$ cat config.mk
export PLATFORM = sky130hd
export DESIGN_NAME = seeded_byte_stream_token_hash
export DESIGN_NICKNAME = d
export VERILOG_FILES = /design/src/rtl/sbsth_pkg.sv /design/src/rtl/seeded_byte_stream_token_hash.sv /design/src/rtl/sbsth_mix.sv /design/src/rtl/sbsth_fin.sv
export SDC_FILE = /design/constraint.sdc
export NUM_CORES = 2
export LEC_CHECK = 0
export ABC_AREA = 1
export BUFFER_PORTS_ARGS = -buffer_cell sky130_fd_sc_hd__buf_4
export CAP_MARGIN = 0
export CORE_UTILIZATION = 60
export DETAILED_ROUTE_END_ITERATION = 10
export PLACE_DENSITY = 0.77
export SLEW_MARGIN = 15
export SYNTH_ARGS = -nofsm -noshare
export SYNTH_HDL_FRONTEND = slang
export SYNTH_SLANG_ARGS = --single-unit
$ cat constraint.sdc
create_clock -name clk -period 10.5 [get_ports clk]
set_input_delay 2.1 -clock clk [delete_from_list [all_inputs] [get_ports clk]]
set_output_delay 2.1 -clock clk [all_outputs]
set_load 0.005 [all_outputs]
$ cat src/rtl/sbsth_pkg.sv
`default_nettype none

package sbsth_pkg;

  localparam int unsigned HASH_W    = 32;
  localparam int unsigned BYTE_W    = 8;
  localparam int unsigned TOKEN_W   = 20;
  localparam int unsigned CFG_IDX_W = 1;

  localparam logic [TOKEN_W-1:0] TOKEN_MOD = 20'd1000000;

  // floor(h / 1e6) == (h * RECIP_MAGIC) >> RECIP_SHIFT for every 32-bit h
  localparam logic [HASH_W-1:0] RECIP_MAGIC = 32'h431B_DE83;
  localparam int unsigned       RECIP_SHIFT = 50;
  localparam int unsigned       PROD_W      = 2 * HASH_W;
  localparam int unsigned       QUOT_W      = PROD_W - RECIP_SHIFT;
  localparam int unsigned       QM_W        = QUOT_W + TOKEN_W;

  typedef logic [HASH_W-1:0] hash_t;

  typedef enum logic [CFG_IDX_W-1:0] {
    CFG_SEED = 1'b0,
    CFG_MIX  = 1'b1
  } cfg_idx_t;

  typedef struct packed {
    logic  valid;
    hash_t acc;
  } fin_req_t;

  function automatic hash_t mix_byte(hash_t acc, logic [BYTE_W-1:0] b);
    hash_t t;
    t = acc + {{(HASH_W-BYTE_W){1'b0}}, b};
    t = t + (t << 10);
    t = t ^ (t >> 6);
    return t;
  endfunction

  function automatic hash_t fin_step1(hash_t acc);
    hash_t t;
    t = acc + (acc << 3);
    t = t ^ (t >> 11);
    return t;
  endfunction

  function automatic hash_t fin_step2(hash_t acc);
    return acc + (acc << 15);
  endfunction

endpackage

`default_nettype wire

$ cat src/rtl/seeded_byte_stream_token_hash.sv
// Throughput: one byte per cycle while in_stall is low; the accumulator recurrence closes through one register.
// Finalize and modulo reduction run in a 5-register pipeline behind it.
// Reset (rst_n low, synchronous): keys and accumulator clear, next byte starts a message,
// all pipeline stages empty.
`default_nettype none

module seeded_byte_stream_token_hash
  import sbsth_pkg::*;
(
  input  wire logic                 clk,
  input  wire logic                 rst_n,
  input  wire logic                 cfg_valid,
  output      logic                 cfg_ready,
  input  wire logic [CFG_IDX_W-1:0] cfg_index,
  input  wire logic [HASH_W-1:0]    cfg_wdata,
  input  wire logic                 in_valid,
  output      logic                 in_stall,
  input  wire logic [BYTE_W-1:0]    in_data_byte,
  input  wire logic                 in_last_byte,
  output      logic                 out_valid,
  input  wire logic                 out_stall,
  output      logic [TOKEN_W-1:0]   out_token_value,
  output      logic [HASH_W-1:0]    out_token_masked
);

  hash_t    seed_key_r, seed_key_nxt;
  hash_t    mix_key_r, mix_key_nxt;
  fin_req_t fin_req;
  logic     fin_ready;

  assign cfg_ready = 1'b1;

  always_comb begin
    seed_key_nxt = seed_key_r;
    mix_key_nxt  = mix_key_r;
    if (cfg_valid && cfg_ready) begin
      unique case (cfg_idx_t'(cfg_index))
        CFG_SEED: seed_key_nxt = cfg_wdata;
        CFG_MIX:  mix_key_nxt  = cfg_wdata;
        default:  ;
      endcase
    end
  end

  always_ff @(posedge clk) begin
    if (!rst_n) begin
      seed_key_r <= '0;
      mix_key_r  <= '0;
    end else begin
      seed_key_r <= seed_key_nxt;
      mix_key_r  <= mix_key_nxt;
    end
  end

  sbsth_mix u_mix (
    .clk          (clk),
    .rst_n        (rst_n),
    .seed_key     (seed_key_r),
    .in_valid     (in_valid),
    .in_stall     (in_stall),
    .in_data_byte (in_data_byte),
    .in_last_byte (in_last_byte),
    .fin_ready    (fin_ready),
    .fin_req      (fin_req)
  );

  sbsth_fin u_fin (
    .clk              (clk),
    .rst_n            (rst_n),
    .seed_key         (seed_key_r),
    .mix_key          (mix_key_r),
    .fin_req          (fin_req),
    .fin_ready        (fin_ready),
    .out_valid        (out_valid),
    .out_stall        (out_stall),
    .out_token_value  (out_token_value),
    .out_token_masked (out_token_masked)
  );

endmodule

`default_nettype wire

$ cat src/rtl/sbsth_mix.sv
`default_nettype none

module sbsth_mix
  import sbsth_pkg::*;
(
  input  wire logic              clk,
  input  wire logic              rst_n,
  input  wire hash_t             seed_key,
  input  wire logic              in_valid,
  output      logic              in_stall,
  input  wire logic [BYTE_W-1:0] in_data_byte,
  input  wire logic              in_last_byte,
  input  wire logic              fin_ready,
  output      fin_req_t          fin_req
);

  hash_t    acc_r, acc_nxt;
  logic     start_r, start_nxt;
  fin_req_t req_r, req_nxt;
  hash_t    mixed;
  logic     in_fire;

  assign in_stall = req_r.valid && !fin_ready;
  assign in_fire  = in_valid && !in_stall;
  assign fin_req  = req_r;

  always_comb begin
    mixed     = mix_byte(start_r ? seed_key : acc_r, in_data_byte);
    acc_nxt   = acc_r;
    start_nxt = start_r;
    req_nxt   = req_r;
    if (fin_ready) begin
      req_nxt.valid = 1'b0;
    end
    if (in_fire) begin
      acc_nxt   = mixed;
      start_nxt = in_last_byte;
      if (in_last_byte) begin
        req_nxt.valid = 1'b1;
        req_nxt.acc   = mixed;
      end
    end
  end

  always_ff @(posedge clk) begin
    if (!rst_n) begin
      acc_r       <= '0;
      start_r     <= 1'b1;
      req_r.valid <= 1'b0;
    end else begin
      acc_r       <= acc_nxt;
      start_r     <= start_nxt;
      req_r.valid <= req_nxt.valid;
    end
    req_r.acc <= req_nxt.acc;
  end

endmodule

`default_nettype wire

$ cat src/rtl/sbsth_fin.sv
`default_nettype none

module sbsth_fin
  import sbsth_pkg::*;
(
  input  wire logic               clk,
  input  wire logic               rst_n,
  input  wire hash_t              seed_key,
  input  wire hash_t              mix_key,
  input  wire fin_req_t           fin_req,
  output      logic               fin_ready,
  output      logic               out_valid,
  input  wire logic               out_stall,
  output      logic [TOKEN_W-1:0] out_token_value,
  output      logic [HASH_W-1:0]  out_token_masked
);

  // stage valids: a = finalize part 1, b = finalize part 2, c = product, d = quotient times modulus, o = remainder
  logic a_v_r, b_v_r, c_v_r, d_v_r, o_v_r;
  logic rdy_a, rdy_b, rdy_c, rdy_d, rdy_o;

  hash_t              t_a_r;
  hash_t              h_b_r;
  hash_t              h_c_r;
  logic [PROD_W-1:0]  prod_c_r;
  logic [PROD_W-1:0]  prod_nxt;
  hash_t              h_d_r;
  hash_t              qm_d_r;
  logic [QUOT_W-1:0]  quot;
  logic [QM_W-1:0]    qm_full;
  hash_t              rem;
  logic [TOKEN_W-1:0] token_r;
  hash_t              masked_r;

  assign rdy_o     = !o_v_r || !out_stall;
  assign rdy_d     = !d_v_r || rdy_o;
  assign rdy_c     = !c_v_r || rdy_d;
  assign rdy_b     = !b_v_r || rdy_c;
  assign rdy_a     = !a_v_r || rdy_b;
  assign fin_ready = rdy_a;

  assign prod_nxt = {{HASH_W{1'b0}}, h_b_r} * {{HASH_W{1'b0}}, RECIP_MAGIC};
  assign quot     = prod_c_r[PROD_W-1 -: QUOT_W];
  assign qm_full  = {{TOKEN_W{1'b0}}, quot} * {{QUOT_W{1'b0}}, TOKEN_MOD};
  assign rem      = h_d_r - qm_d_r;

  always_ff @(posedge clk) begin
    if (!rst_n) begin
      a_v_r <= 1'b0;
      b_v_r <= 1'b0;
      c_v_r <= 1'b0;
      d_v_r <= 1'b0;
      o_v_r <= 1'b0;
    end else begin
      if (rdy_a) begin
        a_v_r <= fin_req.valid;
      end
      if (rdy_b) begin
        b_v_r <= a_v_r;
      end
      if (rdy_c) begin
        c_v_r <= b_v_r;
      end
      if (rdy_d) begin
        d_v_r <= c_v_r;
      end
      if (rdy_o) begin
        o_v_r <= d_v_r;
      end
    end
  end

  always_ff @(posedge clk) begin
    if (rdy_a) begin
      t_a_r <= fin_step1(fin_req.acc);
    end
    if (rdy_b) begin
      h_b_r <= fin_step2(t_a_r) ^ mix_key;
    end
    if (rdy_c) begin
      prod_c_r <= prod_nxt;
      h_c_r    <= h_b_r;
    end
    if (rdy_d) begin
      qm_d_r <= qm_full[HASH_W-1:0];
      h_d_r  <= h_c_r;
    end
    if (rdy_o) begin
      token_r  <= rem[TOKEN_W-1:0];
      masked_r <= {{(HASH_W-TOKEN_W){1'b0}}, rem[TOKEN_W-1:0]} ^ seed_key;
    end
  end

  assign out_valid        = o_v_r;
  assign out_token_value  = token_r;
  assign out_token_masked = masked_r;

endmodule

`default_nettype wire

==> flow_metrics.env <==
export IMPL_slew_headroom=0.225
export IMPL_ys_ff_latch=318
export IMPL_cts_root_buf="clkbuf_16"
export IMPL_hold_path_class="flop to flop"
export IMPL_antenna_found_initial=0
export IMPL_min_period_over_period=0.702
export IMPL_crit_fanout=9
export IMPL_area_delta_synth_final_pct=8.12
export IMPL_h_tree_depth=2
export IMPL_start_util=0.607
export IMPL_yosys_cell_count_top_type="inv_1"
export IMPL_grt_pass1_wl_um=149000
export IMPL_cts_resized=0
export IMPL_max_freq_ghz=0.136
export IMPL_final_setup_skew_ps=20.3
export IMPL_gp_congestion=1.06
export IMPL_via_count=26000
export IMPL_die_h_um=241
export IMPL_finalSetupTns_ps=0
export IMPL_setup_viol=0
export IMPL_place_hpwl_um=82000
export IMPL_grt_remaining_overflow=0
export IMPL_tightest_slew_ps=1160
export IMPL_grt_max_degree=68
export IMPL_core_rowCount=87
export IMPL_syn_inst=3694
export IMPL_worst_ep_arrival_time_ps=7660
export IMPL_ys_types=55
export IMPL_clock_path_buffers=3
export IMPL_syn_nets=4613
export IMPL_post_route_drc_count=0
export IMPL_fp_dieW_um=241
export IMPL_wl_um=97900
export IMPL_cp_start_kind="flop"
export IMPL_viasPerCell=5.65
export IMPL_n_fill_cell=4667
export IMPL_fin_crit_ps=7370
export IMPL_diodes=0
export IMPL_postCtsSetupBuffers=0
export IMPL_status="completed"
export IMPL_cts_made_buffers=35
export IMPL_final_antenna_net_count=0
export IMPL_insertion_delay_ps=560
export IMPL_yosys_warnings=0
export IMPL_globalRouteTotalUtil=0.348
export IMPL_ys_seq_area_frac=0.249
export IMPL_hold_viol=0
export IMPL_yosys_top_cells_area="fa_1, edfxtp_1, ha_1"
export IMPL_grt_pass1_vias=25900
export IMPL_async_flop_share=0
export IMPL_rsz0062_at_grt="no"
export IMPL_syn_avg_cell_area_um2=9.27
export IMPL_synth_top_area_share=0.225
export IMPL_syn_area_mm2=0.0342
export IMPL_clock_sinks=318
export IMPL_synth_enable_flop_cells=215
export IMPL_finalMaxSlewViolations=0
export IMPL_port_buffers=100
export IMPL_end_kind="flop"
export IMPL_fin_nets=4731
export IMPL_core_area_mm2=0.0564
export IMPL_synth_largest_area_cell="fa_1"
export IMPL_clk_pin_slew_ps=60
export IMPL_cp_required_ps=10790
export IMPL_first_iter_violations=2249
export IMPL_wl_per_cell_um=21.3
export IMPL_final_layout_size_suffix_gt1_frac=0.0589
export IMPL_ctsHoldBuffers=0
export IMPL_maxCapViolations=0
export IMPL_dieArea_mm2=0.0580
export IMPL_synthFlopType="edfxtp_1"
export IMPL_io_pins=102
export IMPL_yosys_top_cells_count="inv_1, ha_1, nand2_1"
export IMPL_cts_tree="yes"
export IMPL_dr_pass1_iters=6
export IMPL_crit_type="flop to flop"
-- critical path, stage by stage, from the launching register on --
cell	delay [ps]
edfxtp_1	730
inv_1	240
fa_1	560
fa_1	580
fa_1	440
fa_1	510
inv_1	50
fa_1	480
fa_1	530
fa_1	630
inv_1	90
fa_1	550
inv_1	40
ha_1	310
a21oi_1	190
nor2_1	60
nor2_1	160
nor2_1	60
o21ai_0	200
nand2_1	90
a211oi_1	310
nand2_1	120
xor2_1	150
-- state kept, by name (all words and copies together), names as in the netlist, 13 cells and up --
name and flops:
u_fin.prod_c_r 13, seed_key_r 32, u_fin.qm_d_r 14, u_fin.t_a_r 32, u_fin.h_d_r 20, u_fin.h_b_r 32, mix_key_r 32, u_mix.acc_r 32
u_mix.fin_req 33, u_fin.h_c_r 20, u_fin.out_token_value 20, u_fin.out_token_masked 32
-- path summary, 6_finish.rpt --
kind / start / endpoint / slack, ps / cells past startpoint
worst max-delay path: u_fin.h_b_r[14] / u_fin.prod_c_r[57] / 3130 / 22
worst min register to register: u_fin.h_c_r[11] / u_fin.h_d_r[11] / 420 / 0
worst max register to register: u_fin.h_b_r[14] / u_fin.prod_c_r[57] / 3130 / 22
worst min-delay path: u_fin.h_c_r[11] / u_fin.h_d_r[11] / 420 / 0
-- per-stage QoR --
stage | instance area, µm² | worst slack [ps] | cells | utilization | hold WS (ps)
floorplan | 34200 | 1890 | 3694 | - | 400
global placement | 35900 | 3230 | 4531 | 0.636 | 406
detailed placement | 35900 | 3240 | 4531 | 0.636 | 416
CTS | 37000 | 3200 | 4594 | 0.656 | 424
global route | 37000 | 2790 | 4594 | 0.656 | 431
finish | 37000 | 3130 | 4594 | 0.656 | 421
-- logic make-up (layout without fill, tap and decap cells) --
logic type      Yosys count  in the layout  synth area share
other cells               1              1          0.000110
xor+xnor                232            232            0.0598
fa+ha+maj               872            872             0.403
buf+inv                 844            988            0.0944
simple gates            916            916             0.111
compound gates          511            511            0.0825
flops                   318            318             0.249
-- per-layer routing --
layer  wire, µm  track usage  vias to the layer above
met3       7590       0.0490                      219
met1      40800        0.472                    12600
met4       5370        0.173                        0
met5          0            0                        -
li1           -            -                    12100
met2      44200        0.549                     1086
-- layout make-up --
| type | instances | area, µm² | share of cell area |
|---|---|---|---|
| Timing Repair Buffer | 118 | 886 | 0.0239 |
| Clock inverter | 20 | 210 | 0.00568 |
| Tap cell | 756 | 946 | 0.0256 |
| Multi-Input combinational cell | 2532 | 22500 | 0.607 |
| Clock buffer | 43 | 936 | 0.0253 |
| Sequential cell | 318 | 8520 | 0.230 |
| Inverter | 807 | 3030 | 0.0819 |
-- cell usage in the layout (no fill, tap or decap), types with 10 or more instances in the layout --
cell type and instances:
edfxtp_1 215, nor2_2 10, nor3_1 26, o21ai_0 191
xnor2_1 55, fa_1 384, buf_4 118, ha_1 488
dfxtp_1 102, a31oi_1 12, nand4_1 21, or2_2 11
inv_1 804, nor4_1 11, xor2_1 176, o21ai_1 11
nand3_1 92, o21bai_1 13, a21o_1 24, nor2_1 285
clkbuf_16 35, nand2_2 15, nand2_1 430, a21oi_1 208
Power is left out: the tool's default activity adds up to more than one toggle a clock period on the data nets, which glitch-free logic cannot reach.
